### src/design/tor_ram.sv
module tor_ram #(
    parameter int WIDTH = 8,
    parameter int DEPTH = 16
) (
    input  logic                     i_clk,
    input  logic                     i_we,
    input  logic [$clog2(DEPTH)-1:0] i_addr,
    input  logic [WIDTH-1:0]         i_wdata,
    output logic [WIDTH-1:0]         o_rdata
);

    logic [WIDTH-1:0] r_mem [DEPTH];

    always_ff @(posedge i_clk) begin
        if (i_we) begin
            r_mem[i_addr] <= i_wdata;
        end
        o_rdata <= r_mem[i_addr];
    end

endmodule

### config.mk
export PLATFORM = sky130hd
export DESIGN_NAME = tor_ram
export DESIGN_NICKNAME = d
export VERILOG_FILES = /design/src/design/tor_ram.sv
export SDC_FILE = /design/constraint.sdc
export NUM_CORES = 1
export LEC_CHECK = 0
export ABC_AREA = 1
export BUFFER_PORTS_ARGS = -buffer_cell sky130_fd_sc_hd__buf_2
export CORE_MARGIN = 2
export CORE_UTILIZATION = 38
export DETAILED_ROUTE_END_ITERATION = 16
export SKIP_CTS_REPAIR_TIMING = 1
export SLEW_MARGIN = 20
export SYNTH_ARGS = -nofsm -noshare
export SYNTH_HDL_FRONTEND = slang
export SYNTH_SLANG_ARGS = --single-unit
### constraint.sdc
create_clock -name i_clk -period 1.5 [get_ports i_clk]
set_clock_uncertainty 0.05 [all_clocks]
set_input_delay 0.15 -clock i_clk [delete_from_list [all_inputs] [get_ports i_clk]]
set_output_delay 0.15 -clock i_clk [all_outputs]
set_load 0.1 [all_outputs]
# Yosys cells after proc, flatten, opt, wreduce, memory -nomap -nowiden
# Memories as Yosys holds them, arrays and structs flattened. A register that Yosys moved wholly into a read port is not among the register bits.
# Cells that the tools add are included.
classes:
  n_mux: 2
ops:
  columns: ["operator", "n"]
  rows:
  - ["$mux W1", 2]
totals:
  output_inout_bits: 8
  input_bits: 14
  mem_count: 1
  reg_bits: 0
  ram_bits: 128
  word_cells: 3
memory_table:
  columns: ["name", "words", "width", "rd", "rd_clocked_by_memory_dff", "wr", "line", "text"]
  rows:
  - ["r_mem", 16, 8, 1, 1, 1, "12", "logic [WIDTH-1:0] r_mem [DEPTH];"]

# Logic depth before layout (Yosys ltp)
depth:
  ltp_word: 2
  ltp_mapped: 11
  ltp_nobuf: 9

# Worst setup path before layout
# No wires, ideal clock.
synth_path:
  path_type: "input-to-reg"
  startpoint: "in i_addr[1]"
  endpoint: "mem r_mem[3][0], enable pin"
  t_arrival_ns: 1.157
  path_buffers: 2
  stages: 4
  setup_ns: 0.370
  slack_ns: -0.077
  cell_sequence: "buf_2 > clkbuf_1 > nand3_1 > nor2_1"
synth_rtl:
  columns: ["item", "line", "text"]
  rows:
  - ["start, declared", "7", "input logic [$clog2(DEPTH)-1:0] i_addr,"]
  - ["end, declared", "12", null]
# Straight into the memory's write port.

# Worst setup path in the final report
layout_path:
  startpoint: "reg o_rdata[0] (read register of r_mem)"
  endpoint: "out o_rdata[0]"
layout_rtl:
  columns: ["item", "line", "text"]
  rows:
  - ["start, declared", "9", "output logic [WIDTH-1:0] o_rdata"]
# No word-level cell between the ends.

==> flow_metrics.py <==
metrics = {
    "clocking": {
        "cts.sinks": 136,
        "clockRootBuffer": "clkbuf_16",
        "cts_tree": "done",
        "clkSlewWorstSetupHoldPaths_ns": 0.05,
        "cts_buffers": 17,
        "clock_latency_ns": 0.42,
        "h-tree-depth": 4,
        "clockBufferDepth": 2,
    },
    "power_and_ir_drop": {
        "ir_drop_mv": 1.18,
        "p_leak_nw": 2.87,
        "p_per_area_nw_per_um2": 1390,
    },
    "worst_setup_path": {
        "path_delay_family": "buffers and inverters",
        "cp_slowest_cell": "buf_2",
        "crit_required_ns": 1.30,
        "crit_buf_inv": 1,
        "critical_path.max_fanout": 1,
        "r2r_slack_ns": 0.43,
        "crit_path_end_kind": "output pin",
        "startpoint_type": "register",
        "crit_chain": "buf_2",
        "critPathMaxStageDelay_ns": 0.42,
        "critical_path_class": "reg -> out",
        "cp.arrival_ns": 1.16,
    },
    "drt": {
        "routedWlPerCell_um": 16.0,
        "drt_wl_total_mm": 12.6,
        "drc": 0,
        "drtIter0Drc": 231,
        "via_count": 3710,
        "ant_nets": 0,
        "dr.pass1.iters": 5,
        "via_per_inst": 4.70,
    },
    "final_layout": {
        "drive_above_1_share_pct": 14.0,
        "final_common_cell": "nand2_1",
        "area_delta_synth_final_pct": 19.7,
        "mostFrequentLayoutCells": "nand2_1 (346), edfxtp_1 (128), inv_1 (21), buf_2 (21), buf_4 (20)",
        "antennaDiodeCount": 0,
        "nets": 606,
    },
    "sta": {
        "period_share_pct": 90.3,
        "max_freq_mhz": 738,
        "tightest_slew_ns": 0.486,
        "slew_violations": 0,
        "rsz0062_at_grt": "false",
        "timing.final.crit_period_ns": 1.36,
        "finalWorstSetupSlack_ns": 0.145,
        "slew_headroom_pct": 67.8,
        "hold-worst-slack_ns": 0.104,
        "setup_viol": 0,
        "hold_viol_final": 0,
        "setup_tns_ns": 0,
    },
    "grt": {
        "grt_util_all_layers_pct": 17.3,
        "grt_pass1_vias": 3859,
        "overflow": 0,
        "grt_max_degree": 45,
        "antenna_found_initial": 0,
        "grt_pass1_wl_mm": 20.2,
    },
    "floorplan": {
        "num_rows": 44,
        "die_area_um2": 15700,
        "fp.dieH_um": 125,
        "io_pins": 22,
        "fp.dieW_um": 125,
        "core-area_um2": 14500,
        "initial_core_util_pct": 38.6,
    },
    "synth": {
        "synthAdderAreaFrac_pct": 0,
        "synth_compound_area_share_pct": 0,
        "synth_xor_area_share_pct": 0,
        "synth_top_area_share_pct": 68.7,
        "syn_nets": 562,
        "synth_area_um2": 5590,
        "synthMuxAreaShare_pct": 0,
        "ys_seq_area_share_pct": 71.6,
        "postSynthRegisterBits": 136,
        "synth_area_leader_cell": "edfxtp_1",
        "synth.distinct_cells": 11,
        "synthCells": 548,
        "synth_top_family_by_area": "simple AND/OR/NAND/NOR gates",
        "synth-simple-area-share_pct": 24.8,
        "yosys_warnings": 0,
        "netlist_top_cells_area": "edfxtp_1 (69%), nand2_1 (23%), dfxtp_1 (2.9%)",
        "synth_area_per_cell_um2": 10.2,
    },
    "flow_run": {
        "max-cap-violations": 0,
    },
    "run_status": {
        "outcome": "complete, no violations",
    },
    "placement": {
        "numPortBuffers": 21,
        "gp_congestion": 0.899,
        "post-dp-hpwl_mm": 8.10,
        "pre_cts_ws_ns": 0.0531,
    },
    "hold_path": {
        "hold_path.class": "in -> reg",
    },
}
==> sequential cells by signal (all words and copies together), names as in the netlist <==
name	count
r_mem	128
o_rdata	8
==> synth_stat cells <==
cell,number
nor2_1,18
clkinv_1,1
nand2_1,346
dfxtp_1,8
edfxtp_1,128
buf_2,12
inv_1,21
clkbuf_1,3
inv_2,1
buf_4,6
nand3_1,4
==> power breakdown <==
| part | internal, W | switching (W) | total, W |
|---|---|---|---|
| sequential | 0.00425 | 0.0000219 | 0.00427 |
| combinational | 0.000159 | 0.000555 | 0.000715 |
| clock | 0.00276 | 0.00154 | 0.00430 |
==> layer usage <==
layer,up-vias,share of wire [%],track usage [%]
met5,-,0,0
met4,0,2.1,7.97
met3,23,3.6,3.81
li1,1837,-,-
met2,85,49,29.1
met1,1765,45,21.4
==> final cells by class <==
type / instances / area, µm²
Multi-Input combinational cell: 368 / 1410
Tap cell: 184 / 230
Clock inverter: 14 / 181
Clock buffer: 18 / 429
Sequential cell: 136 / 4000
Inverter: 23 / 86.3
Fill cell: 1331 / 7790
Timing Repair Buffer: 46 / 355
==> kinds of logic (layout without fill, tap and decap cells) <==
group                  count (synthesis)  after routing
AND/OR/NAND/NOR                      368            368
flip-flops                           136            136
buffers and inverters                 44            101
==> path summary, 6_finish.rpt <==
path / from / end / cells after the start
worst max-delay path: o_rdata[0] / o_rdata[0] / 1
worst min-delay path: i_wdata[0] / r_mem[2][0] / 1
worst max register to register: r_mem[7][5] / o_rdata[5] / 8
worst min register to register: r_mem[12][2] / o_rdata[2] / 8
==> metrics by stage <==
| stage | instances | area [µm²] | total power [W] | util, % |
|---|---|---|---|---|
| 2_1_floorplan | 548 | 5610 | 0.00483 | - |
| 5_1_grt | 789 | 6690 | 0.00957 | 46.2 |
| 3_5_place_dp | 757 | 6080 | 0.00507 | 42.0 |
| 3_3_place_gp | 757 | 6080 | 0.00506 | 42.0 |
| 6_report | 789 | 6690 | 0.00928 | 46.2 |
| 4_1_cts | 789 | 6690 | 0.00934 | 46.2 |
Note: power is estimated with default switching activity, not from simulation.
